$ cat src/sv/edtp_pkg.sv
// Shared types and constants for the earliest-deadline task picker.
// No dependencies; the controller, datapath, top and testbench import this package.
package edtp_pkg;

	// Operation codes carried on the request channel
	typedef enum logic [1:0] {
		OP_INIT   = 2'd0,
		OP_PICK   = 2'd1,
		OP_FINISH = 2'd2,
		OP_NONE   = 2'd3
	} op_t;

	// A task is eligible only below this next-run time
	localparam logic [31:0] ELIGIBLE_LIMIT = 32'h7FFF_FFFF;
	// Microseconds per millisecond, at the 33-bit sum width
	localparam logic [32:0] US_PER_MS_33 = 33'd1000;
	// x / 1000 = (x >> 3) / 125; below 2^30 the divide by 125 is a multiply by
	// ceil(2^37 / 125) followed by a shift right by 37
	localparam logic [30:0] US_RECIP_125 = 31'd1099511628;

	// One table entry
	typedef struct packed {
		logic [31:0] run_at;
		logic [31:0] used_ms;
		logic [9:0]  used_us;
	} entry_t;

	// Controller to datapath commands
	typedef struct packed {
		logic req_ready;
		logic mem_rd;
		logic rd_scan;
		logic wr_init;
		logic wr_fin;
		logic el_load;
		logic fin_load;
		logic div_step;
		logic div_apply;
		logic scan_clear;
		logic scan_issue;
		logic scan_commit;
		logic out_load;
	} dp_cmd_t;

	// Datapath to controller status
	typedef struct packed {
		logic req_taken;
		op_t  op;
		logic carry;
		logic scan_empty;
		logic scan_last;
		logic out_free;
	} dp_sts_t;

endpackage

$ cat src/sv/edtp_req_if.sv
// Request channel: one beat carries one operation for the task picker.
// Uses no package; fields are plain vectors.
interface edtp_req_if;
	logic        valid;
	logic        ready;
	logic [1:0]  operation;
	logic [3:0]  task_index;
	logic [31:0] time_value;
	logic [31:0] start_us;
	logic [31:0] end_us;
	logic [31:0] now_ms;

	modport source (
		output valid, operation, task_index, time_value, start_us, end_us, now_ms,
		input  ready
	);
	modport sink (
		input  valid, operation, task_index, time_value, start_us, end_us, now_ms,
		output ready
	);
endinterface

$ cat src/sv/edtp_res_if.sv
// Result channel: one beat carries the chosen task and its totals.
// Uses no package; fields are plain vectors.
interface edtp_res_if;
	logic        valid;
	logic        ready;
	logic [3:0]  chosen_task;
	logic [31:0] chosen_next_run;
	logic [31:0] wait_ms;
	logic [31:0] used_ms;
	logic [9:0]  used_us;
	logic        no_task;

	modport source (
		output valid, chosen_task, chosen_next_run, wait_ms, used_ms, used_us, no_task,
		input  ready
	);
	modport sink (
		input  valid, chosen_task, chosen_next_run, wait_ms, used_ms, used_us, no_task,
		output ready
	);
endinterface

$ cat src/sv/earliest_deadline_task_picker_top.sv
// Earliest-deadline task picker: task table with pick, init and finish operations.
// Init writes one entry; pick scans the first task_count entries, one table read a cycle;
// finish updates the current task, with a divide step when the microsecond total carries,
// then scans like pick. One operation at a time: the next beat can be taken from the
// cycle after the result loads.
// Reset (arst_n low, asynchronous) clears the table, current task and task count.
module earliest_deadline_task_picker_top #(
	parameter int MAX_TASKS = 16
) (
	input  logic       clk,
	input  logic       arst_n,
	edtp_req_if.sink   task_req,
	edtp_res_if.source task_res,
	input  logic       cfg_wr_en,
	input  logic [4:0] cfg_wr_data
);
	import edtp_pkg::*;

	dp_cmd_t cmd;
	dp_sts_t sts;

	// Sequencer
	edtp_ctrl u_ctrl (
		.clk    (clk),
		.arst_n (arst_n),
		.sts    (sts),
		.cmd    (cmd)
	);

	// Table and arithmetic
	edtp_dp #(
		.MAX_TASKS (MAX_TASKS)
	) u_dp (
		.clk         (clk),
		.arst_n      (arst_n),
		.task_req    (task_req),
		.task_res    (task_res),
		.cfg_wr_en   (cfg_wr_en),
		.cfg_wr_data (cfg_wr_data),
		.cmd         (cmd),
		.sts         (sts)
	);

endmodule

$ cat src/sv/edtp_ctrl.sv
// Controller state machine of the task picker.
// Depends on edtp_pkg for the command, status and operation types.
module edtp_ctrl (
	input  logic              clk,
	input  logic              arst_n,
	input  edtp_pkg::dp_sts_t sts,
	output edtp_pkg::dp_cmd_t cmd
);
	import edtp_pkg::*;

	typedef enum logic [12:0] {
		S_IDLE       = 13'b0000000000001,
		S_DISPATCH   = 13'b0000000000010,
		S_INIT_WR    = 13'b0000000000100,
		S_FIN_RD     = 13'b0000000001000,
		S_FIN_CALC   = 13'b0000000010000,
		S_DIV        = 13'b0000000100000,
		S_DIV_END    = 13'b0000001000000,
		S_FIN_WR     = 13'b0000010000000,
		S_SCAN_START = 13'b0000100000000,
		S_SCAN       = 13'b0001000000000,
		S_SCAN_DONE  = 13'b0010000000000,
		S_COMMIT     = 13'b0100000000000,
		S_RES_OUT    = 13'b1000000000000
	} state_t;

	state_t state_q, state_d;
	logic   res_rd;

	// State register
	always_ff @(posedge clk or negedge arst_n) begin
		if (!arst_n) begin
			state_q <= S_IDLE;
		end else begin
			state_q <= state_d;
		end
	end

	// Next state and commands
	always_comb begin
		state_d = state_q;
		cmd     = '0;
		res_rd  = 1'b0;
		case (state_q)
			S_IDLE: begin
				cmd.req_ready = 1'b1;
				if (sts.req_taken) state_d = S_DISPATCH;
			end
			S_DISPATCH: begin
				case (sts.op)
					OP_INIT:   state_d = S_INIT_WR;
					OP_PICK:   state_d = S_SCAN_START;
					OP_FINISH: state_d = S_FIN_RD;
					default: begin
						// unused code: just report the current task
						res_rd  = 1'b1;
						state_d = S_RES_OUT;
					end
				endcase
			end
			S_INIT_WR: begin
				cmd.wr_init = 1'b1;
				// init result reads the current task next
				state_d     = S_SCAN_DONE;
			end
			S_FIN_RD: begin
				cmd.mem_rd  = 1'b1;
				cmd.el_load = 1'b1;
				state_d     = S_FIN_CALC;
			end
			S_FIN_CALC: begin
				cmd.fin_load = 1'b1;
				state_d      = sts.carry ? S_DIV : S_FIN_WR;
			end
			S_DIV: begin
				cmd.div_step = 1'b1;
				state_d      = S_DIV_END;
			end
			S_DIV_END: begin
				cmd.div_apply = 1'b1;
				state_d       = S_FIN_WR;
			end
			S_FIN_WR: begin
				cmd.wr_fin = 1'b1;
				state_d    = S_SCAN_START;
			end
			S_SCAN_START: begin
				cmd.scan_clear = 1'b1;
				state_d        = sts.scan_empty ? S_COMMIT : S_SCAN;
			end
			S_SCAN: begin
				cmd.scan_issue = 1'b1;
				cmd.mem_rd     = 1'b1;
				cmd.rd_scan    = 1'b1;
				if (sts.scan_last) state_d = S_SCAN_DONE;
			end
			S_SCAN_DONE: begin
				// last compare lands here; an init passes through to its readout
				state_d = S_COMMIT;
			end
			S_COMMIT: begin
				cmd.scan_commit = (sts.op != OP_INIT);
				res_rd          = 1'b1;
				state_d         = S_RES_OUT;
			end
			S_RES_OUT: begin
				if (sts.out_free) begin
					cmd.out_load = 1'b1;
					state_d      = S_IDLE;
				end
			end
			default: state_d = S_IDLE;
		endcase
		// read of the current task entry for the result
		if (res_rd) cmd.mem_rd = 1'b1;
	end

endmodule

$ cat src/sv/edtp_dp.sv
// Datapath of the task picker: task table, finish update, divider and scan.
// Depends on edtp_pkg and on the request and result channel interfaces.
module edtp_dp #(
	parameter int MAX_TASKS = 16
) (
	input  logic              clk,
	input  logic              arst_n,
	edtp_req_if.sink          task_req,
	edtp_res_if.source        task_res,
	input  logic              cfg_wr_en,
	input  logic [4:0]        cfg_wr_data,
	input  edtp_pkg::dp_cmd_t cmd,
	output edtp_pkg::dp_sts_t sts
);
	import edtp_pkg::*;

	localparam int IW  = (MAX_TASKS > 1) ? $clog2(MAX_TASKS) : 1;
	localparam int CLW = $clog2(MAX_TASKS + 1);
	localparam int SW  = (CLW > 5) ? CLW : 5;

	// Latched request
	op_t         op_q;
	logic [3:0]  idx_q;
	logic [31:0] tv_q, su_q, eu_q, now_q;
	logic        accept;

	// Config, current task and flag
	logic [4:0]    tc_q;
	logic [IW-1:0] cur_q;
	logic          flag_q;

	// Task table
	entry_t                mem [MAX_TASKS];
	logic [MAX_TASKS-1:0]  valid_q;
	entry_t                rd_q;
	logic                  rd_vld_q;
	entry_t                rd_ent;
	logic [IW-1:0]         rd_addr, wr_addr;
	logic                  wr_en, in_range;
	entry_t                wr_data;

	// Finish update and millisecond carry
	logic [31:0] el_q, nr_q, ms_q;
	logic [9:0]  us_q;
	logic [32:0] div_q, sum;
	logic [22:0] quo_q;
	logic [59:0] recip_prod;
	logic [32:0] quo_rem;

	// Scan
	logic [SW-1:0] limit, scan_i_q;
	logic          scan_vld_s1;
	logic [IW-1:0] scan_idx_s1, best_q;
	logic [31:0]   best_time_q;
	logic          found_q;

	// Result register
	logic        out_vld_q;
	logic [3:0]  o_task_q;
	logic [31:0] o_nr_q, o_wait_q, o_ms_q;
	logic [9:0]  o_us_q;
	logic        o_flag_q;

	assign task_req.ready = cmd.req_ready;
	assign accept         = task_req.valid & cmd.req_ready;

	// Request capture
	always_ff @(posedge clk) begin
		if (accept) begin
			op_q  <= op_t'(task_req.operation);
			idx_q <= task_req.task_index;
			tv_q  <= task_req.time_value;
			su_q  <= task_req.start_us;
			eu_q  <= task_req.end_us;
			now_q <= task_req.now_ms;
		end
	end

	// Config register
	always_ff @(posedge clk or negedge arst_n) begin
		if (!arst_n) begin
			tc_q <= '0;
		end else if (cfg_wr_en) begin
			tc_q <= cfg_wr_data;
		end
	end

	// Table ports: one write, one registered read
	// the result read after a pick follows the task being committed
	assign in_range = (32'(idx_q) < 32'(MAX_TASKS));
	assign wr_en    = (cmd.wr_init & in_range) | cmd.wr_fin;
	assign wr_addr  = cmd.wr_init ? IW'(idx_q) : cur_q;
	assign rd_addr  = cmd.rd_scan ? scan_i_q[IW-1:0] :
	                  (cmd.scan_commit & found_q) ? best_q : cur_q;
	always_comb begin
		if (cmd.wr_init) begin
			wr_data = '{run_at: tv_q, used_ms: 32'd0, used_us: 10'd0};
		end else begin
			wr_data = '{run_at: nr_q, used_ms: ms_q, used_us: us_q};
		end
	end

	always_ff @(posedge clk) begin
		if (wr_en) mem[wr_addr] <= wr_data;
		if (cmd.mem_rd) rd_q <= mem[rd_addr];
	end

	// Entries never written read as zero
	always_ff @(posedge clk or negedge arst_n) begin
		if (!arst_n) begin
			valid_q  <= '0;
			rd_vld_q <= 1'b0;
		end else begin
			if (wr_en) valid_q[wr_addr] <= 1'b1;
			if (cmd.mem_rd) rd_vld_q <= valid_q[rd_addr];
		end
	end
	assign rd_ent = rd_vld_q ? rd_q : '0;

	// Finish update: elapsed time, new totals, carry of (sum - 1) / 1000
	assign sum        = 33'(rd_ent.used_us) + 33'(el_q);
	// (sum - 1) >> 3 stays below 2^30, so the quotient is exact and under 2^23
	assign recip_prod = 60'(div_q[32:3]) * 60'(US_RECIP_125);
	assign quo_rem    = div_q - 33'(quo_q) * US_PER_MS_33;
	always_ff @(posedge clk) begin
		if (cmd.el_load) el_q <= (eu_q > su_q) ? (eu_q - su_q) : 32'd0;
		if (cmd.fin_load) begin
			nr_q  <= rd_ent.run_at + tv_q;
			ms_q  <= rd_ent.used_ms;
			us_q  <= sum[9:0];
			div_q <= sum - 33'd1;
		end else if (cmd.div_step) begin
			quo_q <= recip_prod[59:37];
		end else if (cmd.div_apply) begin
			// remainder is below 1000, so the leftover lands in 1..1000
			ms_q <= ms_q + 32'(quo_q);
			us_q <= quo_rem[9:0] + 10'd1;
		end
	end

	// Scan over the first task_count entries, lowest index wins ties
	assign limit = (SW'(tc_q) > SW'(MAX_TASKS)) ? SW'(MAX_TASKS) : SW'(tc_q);
	always_ff @(posedge clk) begin
		scan_idx_s1 <= scan_i_q[IW-1:0];
		if (cmd.scan_clear) begin
			scan_i_q    <= '0;
			best_time_q <= ELIGIBLE_LIMIT;
			best_q      <= '0;
			found_q     <= 1'b0;
		end else begin
			if (cmd.scan_issue) scan_i_q <= scan_i_q + SW'(1);
			if (scan_vld_s1 && (rd_ent.run_at < best_time_q)) begin
				best_time_q <= rd_ent.run_at;
				best_q      <= scan_idx_s1;
				found_q     <= 1'b1;
			end
		end
	end

	// Scan pipeline valid, current task and no-task flag
	always_ff @(posedge clk or negedge arst_n) begin
		if (!arst_n) begin
			scan_vld_s1 <= 1'b0;
			cur_q       <= '0;
			flag_q      <= 1'b0;
		end else begin
			scan_vld_s1 <= cmd.scan_issue;
			if (accept) begin
				flag_q <= 1'b0;
			end else if (cmd.scan_commit) begin
				flag_q <= ~found_q;
				if (found_q) cur_q <= best_q;
			end
		end
	end

	// Result register
	always_ff @(posedge clk or negedge arst_n) begin
		if (!arst_n) begin
			out_vld_q <= 1'b0;
		end else if (cmd.out_load) begin
			out_vld_q <= 1'b1;
		end else if (task_res.ready) begin
			out_vld_q <= 1'b0;
		end
	end

	always_ff @(posedge clk) begin
		if (cmd.out_load) begin
			o_task_q <= 4'(cur_q);
			o_nr_q   <= rd_ent.run_at;
			o_wait_q <= (rd_ent.run_at > now_q) ? (rd_ent.run_at - now_q) : 32'd0;
			o_ms_q   <= rd_ent.used_ms;
			o_us_q   <= rd_ent.used_us;
			o_flag_q <= flag_q;
		end
	end

	assign task_res.valid           = out_vld_q;
	assign task_res.chosen_task     = o_task_q;
	assign task_res.chosen_next_run = o_nr_q;
	assign task_res.wait_ms         = o_wait_q;
	assign task_res.used_ms         = o_ms_q;
	assign task_res.used_us         = o_us_q;
	assign task_res.no_task         = o_flag_q;

	// Status to the controller
	assign sts.req_taken  = accept;
	assign sts.op         = op_q;
	assign sts.carry      = (sum > US_PER_MS_33);
	assign sts.scan_empty = (limit == '0);
	assign sts.scan_last  = (scan_i_q == (limit - SW'(1)));
	assign sts.out_free   = ~out_vld_q | task_res.ready;

endmodule

$ cat src/flat_wrapper.sv
// flat-port wrapper written by rule: the top's interface ports become plain ports
module earliest_deadline_task_picker_top_flat import edtp_pkg::*;
#(
	parameter int MAX_TASKS = 16
)
  (clk, arst_n, cfg_wr_en, cfg_wr_data, task_req_valid, task_req_operation, task_req_task_index, task_req_time_value, task_req_start_us, task_req_end_us, task_req_now_ms, task_req_ready, task_res_valid, task_res_chosen_task, task_res_chosen_next_run, task_res_wait_ms, task_res_used_ms, task_res_used_us, task_res_no_task, task_res_ready);
  edtp_req_if task_req_i ();
  edtp_res_if task_res_i ();
  input  logic clk;
  input  logic arst_n;
  input  logic cfg_wr_en;
  input  logic [4:0] cfg_wr_data;
  input wire logic [$bits(task_req_i.valid)-1:0] task_req_valid;
  input wire logic [$bits(task_req_i.operation)-1:0] task_req_operation;
  input wire logic [$bits(task_req_i.task_index)-1:0] task_req_task_index;
  input wire logic [$bits(task_req_i.time_value)-1:0] task_req_time_value;
  input wire logic [$bits(task_req_i.start_us)-1:0] task_req_start_us;
  input wire logic [$bits(task_req_i.end_us)-1:0] task_req_end_us;
  input wire logic [$bits(task_req_i.now_ms)-1:0] task_req_now_ms;
  output wire logic [$bits(task_req_i.ready)-1:0] task_req_ready;
  output wire logic [$bits(task_res_i.valid)-1:0] task_res_valid;
  output wire logic [$bits(task_res_i.chosen_task)-1:0] task_res_chosen_task;
  output wire logic [$bits(task_res_i.chosen_next_run)-1:0] task_res_chosen_next_run;
  output wire logic [$bits(task_res_i.wait_ms)-1:0] task_res_wait_ms;
  output wire logic [$bits(task_res_i.used_ms)-1:0] task_res_used_ms;
  output wire logic [$bits(task_res_i.used_us)-1:0] task_res_used_us;
  output wire logic [$bits(task_res_i.no_task)-1:0] task_res_no_task;
  input wire logic [$bits(task_res_i.ready)-1:0] task_res_ready;
  assign task_req_i.valid = task_req_valid;
  assign task_req_i.operation = task_req_operation;
  assign task_req_i.task_index = task_req_task_index;
  assign task_req_i.time_value = task_req_time_value;
  assign task_req_i.start_us = task_req_start_us;
  assign task_req_i.end_us = task_req_end_us;
  assign task_req_i.now_ms = task_req_now_ms;
  assign task_req_ready = task_req_i.ready;
  assign task_res_valid = task_res_i.valid;
  assign task_res_chosen_task = task_res_i.chosen_task;
  assign task_res_chosen_next_run = task_res_i.chosen_next_run;
  assign task_res_wait_ms = task_res_i.wait_ms;
  assign task_res_used_ms = task_res_i.used_ms;
  assign task_res_used_us = task_res_i.used_us;
  assign task_res_no_task = task_res_i.no_task;
  assign task_res_i.ready = task_res_ready;
  earliest_deadline_task_picker_top #(.MAX_TASKS(MAX_TASKS)) u_core (.clk(clk), .arst_n(arst_n), .task_req(task_req_i), .task_res(task_res_i), .cfg_wr_en(cfg_wr_en), .cfg_wr_data(cfg_wr_data));
endmodule
$ cat config.mk
export PLATFORM = sky130hd
export DESIGN_NAME = earliest_deadline_task_picker_top_flat
export DESIGN_NICKNAME = d
export VERILOG_FILES = /design/src/sv/edtp_pkg.sv /design/src/sv/edtp_req_if.sv /design/src/sv/edtp_res_if.sv /design/src/sv/earliest_deadline_task_picker_top.sv /design/src/sv/edtp_ctrl.sv /design/src/sv/edtp_dp.sv /design/src/flat_wrapper.sv
export SDC_FILE = /design/constraint.sdc
export NUM_CORES = 2
export LEC_CHECK = 0
export BUFFER_PORTS_ARGS = -buffer_cell sky130_fd_sc_hd__buf_2
export CORE_MARGIN = 2
export CORE_UTILIZATION = 68
export DETAILED_ROUTE_END_ITERATION = 12
export GPL_TIMING_DRIVEN = 0
export PLACE_DENSITY_LB_ADDON = 0.08
export SETUP_SLACK_MARGIN = 0.1
export SLEW_MARGIN = 30
export SYNTH_ARGS = -nofsm -noshare
export SYNTH_HDL_FRONTEND = slang
export SYNTH_SLANG_ARGS = --single-unit
export TNS_END_PERCENT = 30
$ cat constraint.sdc
create_clock -name clk -period 12.8 [get_ports clk]
set_input_delay 1.28 -clock clk [delete_from_list [all_inputs] [get_ports clk]]
set_output_delay 1.28 -clock clk [all_outputs]
set_load 0.03 [all_outputs]
* After elaboration in Yosys (flattened, before gate mapping)
Memory sizes are Yosys's and may differ from the RTL's. A register that Yosys moved wholly into a read port is not among the register bits.
Index checks and enable logic that the tools add are counted.
** Word-level totals
- Memories kept :: 1
- Output and inout bits :: 113
- Flip-flop bits (word level) :: 495
- Bits in writable memories :: 1184
** Operators by class
- Equality and inequality tests :: 20
- Order comparisons :: 8
- Reduce and logical (&&, ||, !) cells :: 14
- Bitwise gates (word level) :: 9
- Multiply operators :: 2
- Add/subtract/negate cells :: 10
- Multiplexer cells :: 45
** Memory list
- u_core.u_dp.mem :: depth 16, width 74, rd ports 1, clocked after Yosys merged registers in 1, write ports 1, RTL line edtp_dp.sv:33 : entry_t mem [MAX_TASKS];
** Operators with widths (count)
- 13-bit case mux with 13 select lines :: 1
- 74-bit two-way mux :: 2
- 32-bit two-way mux :: 3
- 32-bit > comparator :: 2
- 32-bit subtractor :: 2
- 30-bit by 29-bit multiplier with 58-bit output, second input constant :: 1
- 13-bit two-way mux :: 3
- 13-bit case mux with 3 select lines :: 1
- 10-bit by 32-bit adder with 33-bit output :: 1
- 33-bit by 10-bit > comparator with 1-bit output, second input constant :: 1
- 33-bit by 1-bit subtractor with 33-bit output, second input constant :: 1
- 32-bit by 23-bit adder with 32-bit output :: 1
- 32-bit adder :: 1
- 32-bit less-than comparator :: 1
- 10-bit two-way mux :: 3
- 23-bit by 7-bit multiplier with 7-bit output, second input constant :: 1
- 1-bit two-way mux :: 23
- 16-bit bitwise OR :: 1
- 13-bit by 1-bit == test with 1-bit output, second input constant :: 1
- 13-bit by 10-bit == test with 1-bit output, second input constant :: 1
- 13-bit by 11-bit == test with 1-bit output, second input constant :: 1
- 13-bit by 12-bit == test with 1-bit output, second input constant :: 1
- 13-bit == test, second input constant :: 1
- 13-bit by 2-bit == test with 1-bit output, second input constant :: 1
- other kinds (37) :: 53

* Longest topological paths before layout
- Word-level depth :: 8
- Mapped depth :: 25

* Cells and area by module
Synthesis repeated with hierarchy kept, for this count alone.
** Second synthesis, totals
- Cell total of the unflattened synthesis :: 5794
- Area, all modules :: 87868.0 um^2
** Modules (own cells, without submodules)
- edtp_dp :: area each 86963.4 um^2, sequential area each 51644.5 um^2, cells each 5694, instances 1
- edtp_ctrl :: area each 904.6 um^2, sequential area each 326.6 um^2, cells each 100, instances 1

* Worst setup path after synthesis
No wires, ideal clock.
- Path type :: reg-to-reg
- Start :: register u_core.u_ctrl.state_q[1]
- End :: register u_core.u_dp.o_nr_q[0], in the netlist u_core.u_dp.task_res.chosen_next_run[0] (enable)
- Data required time :: 12.182 ns
- Cell stages (with the launch flop) :: 6
- Path slack :: 5.452 ns
- Data arrival time :: 6.730 ns
- Buffers on the path :: 1
- Cell sequence :: dfrtp_1 -> clkbuf_1 -> nor4_1 -> and3_1 -> nand3_1 -> a21oi_1
** RTL lines
- start, declared :: RTL line edtp_ctrl.sv:27 : state_t state_q, state_d;
- start signal, assigned :: RTL line edtp_ctrl.sv:35 : state_q <= state_d;
- end signal, assigned :: RTL line edtp_dp.sv:191 : o_nr_q <= rd_ent.run_at;
- end, declared :: RTL line edtp_dp.sv:60 : logic [31:0] o_nr_q, o_wait_q, o_ms_q;

* Worst setup path after layout
- Start :: register u_core.u_dp.div_q[21]
- End :: register u_core.u_dp.quo_q[20] (data pin)
** Between the ends
- Cells in the longest elaborated chain, start to end :: 1
** Ends and longest elaborated chain
- start, declared :: RTL line edtp_dp.sv:45 : logic [32:0] div_q, sum;
- start signal, assigned :: RTL line edtp_dp.sv:131 : div_q <= sum - 33'd1;
- 30-bit by 29-bit multiplier with 58-bit output :: RTL line edtp_dp.sv:123 : assign recip_prod = 60'(div_q[32:3]) * 60'(US_RECIP_125);
- named net u_core.u_dp.recip_prod[57] :: RTL line edtp_dp.sv:47 : logic [59:0] recip_prod;
- end signal, assigned :: RTL line edtp_dp.sv:133 : quo_q <= recip_prod[59:37];
- end, declared :: RTL line edtp_dp.sv:46 : logic [22:0] quo_q;
The timed path passes the listed nets, and every way through them passes these cells.
A chain may end at the register's enable or synchronous reset.

==> flow_metrics.tcl <==
set metrics [dict create \
    status "completed" \
    crit_path_end_kind "flop" \
    regToRegSetupSlack_ns 4.75 \
    antenna_found_initial 10 \
    setup_violations 0 \
    clk_pin_slew_ns 0.08 \
    synth-seq-area-share_pct 58.00 \
    place.port_buffers 256 \
    clkSinkCount 1753 \
    required_ns 13.39 \
    cts_tree "done" \
    dp.cells 8878 \
    viasPerCell 6.332 \
    synthFlopType "edfxtp_1" \
    skew_ns 0.05011 \
    grt_pass1_wl_mm 352.4 \
    die_x_um 367.0 \
    gp_congestion 0.8923 \
    leakagePower_nw 38.37 \
    synth-edff-count 1665 \
    cts-root-buf "clkbuf_16" \
    area_growth_pct 12.77 \
    min_from "u_core.u_dp.scan_idx_s1[1]" \
    min_path_type "flop to flop" \
    setup_ws_ns 4.751 \
    remaining_drc_errors 0 \
    cp.arrival_ns 8.64 \
    synth_cells 6780 \
    worst_slew_pin_slew_ns 1.081 \
    clock.fmax_mhz 124.2 \
    drv_slew 0 \
    placement.cell_area_um2 95480 \
    finalSetupTns_ns 0 \
    min_period_over_period_pct 62.89 \
    grt_util_met3_pct 6.111 \
    finalPower_mw 13.04 \
    syn_area_um2 89610 \
    top_usage_layer "met2" \
    dr.pass1.iters 6 \
    vias 58253 \
    ant_nets 0 \
    timing.rr.end "u_core.u_dp.quo_q[20]" \
    cts_hold_buf 0 \
    post_cts_resized 0 \
    fillers 8075 \
    final_cell_mix "1665 x edfxtp_1, 678 x inv_1, 561 x ha_1, 539 x a211oi_1, 465 x a21oi_1" \
    timing.hold.ws_ns 0.4513 \
    finalHoldViolations 0 \
    fp-row-count 133 \
    use_met2_pct 57.47 \
    r2r_cells 25 \
    post-place-ws_ns 4.737 \
    final_common_cell "edfxtp_1" \
    ir_drop_v 0.0001583 \
    finalNonFillerCells 9200 \
    dp_hpwl_mm 169.1 \
    critPathLaunch "u_core.u_dp.div_q[21]" \
    cts_buffer_depth 3 \
    synthesis.nets 7769 \
    cp-start-kind "flop" \
    die-area_um2 134700 \
    grt_max_degree 49 \
    async_flop_share_pct 2.396 \
    p_per_area_nw_per_um2 129.1 \
    synth.distinct_cells 96 \
    hold_path_depth 2 \
    ys_ff_latch 1753 \
    path_class "flop to flop" \
    fin_crit_ns 8.049 \
    core_um2 131100 \
    h-tree-depth 4 \
    die_height_um 367.0 \
    syn_area_per_cell_um2 13.22 \
    drive_above_1_share_pct 10.42 \
    max_cap_viol_count 0 \
    fin_nets 8288 \
    overflow 0 \
    drt_iter0_drc 6132 \
    ys_warn_count 0 \
    numCtsBuffers 173 \
    use_met1_pct 46.04 \
    r2r-start "u_core.u_dp.div_q[21]" \
    max_slew_margin_pct 27.63 \
    ioPinCount 257 \
    fin_util_pct 77.07 \
    grt_pass1_vias 58814 \
    min_to "u_core.u_dp.best_q[1]" \
    rsz0062_at_grt "no" \
    start_util_pct 68.34 \
    cts_setup_buffers 0 \
    post-route-cell-area_um2 101100 \
    crit_path_max_fanout 10 \
    clock_latency_ns 0.81 \
    routed_wl_mm 236.4 \
    grt_usage_pct 35.09 \
    wl_per_cell_um 25.69 \
]
-- cell families after synthesis --
| group | count (synthesis) | share of synthesized area (%) |
|---|---|---|
| AO/OA/AOI/OAI | 1438 | 10.54 |
| adder cells (fa/ha/maj) | 845 | 14.18 |
| XOR/XNOR | 215 | 2.101 |
| multiplexers | 317 | 3.565 |
| buffers and inverters | 962 | 4.231 |
| AND/OR/NAND/NOR | 1250 | 7.389 |
| flip-flops | 1753 | 58.00 |
-- registers in the layout, summed over array words and instances (netlist names), 5 cells and up --
| signal | count |
|---|---|
| u_core.u_dp.eu_q | 32 |
| u_core.u_dp.task_res.wait_ms | 32 |
| u_core.u_dp.best_time_q | 32 |
| u_core.u_dp.tc_q | 5 |
| u_core.u_dp.valid_q | 16 |
| u_core.u_dp.tv_q | 32 |
| u_core.u_dp.us_q | 10 |
| u_core.u_dp.now_q | 32 |
| u_core.u_dp.scan_i_q | 5 |
| u_core.u_dp.div_q | 33 |
| u_core.u_dp.el_q | 32 |
| u_core.u_dp.task_res.chosen_next_run | 32 |
| u_core.u_ctrl.state_q | 13 |
| u_core.u_dp.su_q | 32 |
| u_core.u_dp.ms_q | 32 |
| u_core.u_dp.task_res.used_ms | 32 |
| u_core.u_dp.mem | 1184 |
| u_core.u_dp.rd_q | 74 |
| u_core.u_dp.task_res.used_us | 10 |
| u_core.u_dp.nr_q | 32 |
| u_core.u_dp.quo_q | 23 |
-- routing by layer --
layer	vias to the layer above	share of wire [%]
met3	603	9.4
met4	0	5.1
li1	25844	-
met2	3121	48
met1	28685	38
met5	-	0
-- worst max path at each step --
| stage | slack [ns] | to | depth (start not counted) |
|---|---|---|---|
| floorplan | 5.45 | u_core.u_dp.task_res.chosen_next_run[0] | 5 |
| global placement | 0.87 | u_core.u_dp.task_res.used_ms[17] | 5 |
| detailed placement | 4.74 | u_core.u_dp.quo_q[20] | 25 |
| CTS | 4.71 | u_core.u_dp.quo_q[22] | 25 |
| global route | 4.29 | u_core.u_dp.quo_q[20] | 25 |
| finish | 4.75 | u_core.u_dp.quo_q[20] | 25 |
-- power breakdown --
part | total (mW) | internal (mW) | switching (mW) | leakage, nW
clock network | 5.02 | 2.82 | 2.20 | 2.70
logic | 1.49 | 0.555 | 0.936 | 19.7
registers | 6.53 | 6.45 | 0.0799 | 16.0
total | 13.0 | 9.83 | 3.22 | 38.4
-- cells in the mapped netlist (33+ instances only) --
cell      number  area share [%]
xor2_1        83            0.81
xnor2_1      132             1.3
and3_1        33            0.23
ha_1         561             7.8
dfrtp_1       41             1.1
nor2b_1      326             2.3
fa_1         284             6.3
nand3_1       62            0.35
nand2_1      268             1.1
nor2_1       215            0.90
a21o_1        92            0.77
nand4_1       36            0.25
o211ai_1      37            0.31
o21ai_0      120            0.67
nor3_1        50            0.28
buf_2         56            0.31
mux2i_1      303             3.4
a21oi_1      467             2.6
and2_1       124            0.87
clkbuf_1     198            0.83
dfxtp_1       46             1.0
inv_1        679             2.8
edfxtp_1    1665              56
a211oi_1     539             4.5
-- area by class of cell --
type / instances / area [µm²] / share of cell area (%)
diodes: 9 / 22.52 / 0.02229
plain buffers: 281 / 1252 / 1.239
flip-flops and latches: 1753 / 51970 / 51.43
repair buffers: 344 / 3491 / 3.454
clock buffers: 215 / 4553 / 4.505
clock inverters: 97 / 987.2 / 0.9769
multi-input cells: 4065 / 34020 / 33.67
inverters: 681 / 2561 / 2.534
well taps: 1755 / 2196 / 2.173
-- worst max-delay path, stage by stage, from the launching register on --
cell and delay (ns):
edfxtp_1 0.81, ha_1 0.37, fa_1 0.43, fa_1 0.49, inv_1 0.05, fa_1 0.47
inv_1 0.05, fa_1 0.49, inv_1 0.05, fa_1 0.54, inv_1 0.05, fa_1 0.48
inv_1 0.06, fa_1 0.48, inv_1 0.04, ha_1 0.33, nand4_1 0.13, nor2_1 0.16
nand4_1 0.18, a311oi_1 0.75, o21ai_0 0.27, nand2_1 0.20, a21oi_1 0.17, o21ai_0 0.34
a21oi_1 0.16, a211oi_1 0.30
Power figures use the tool's default switching activity.
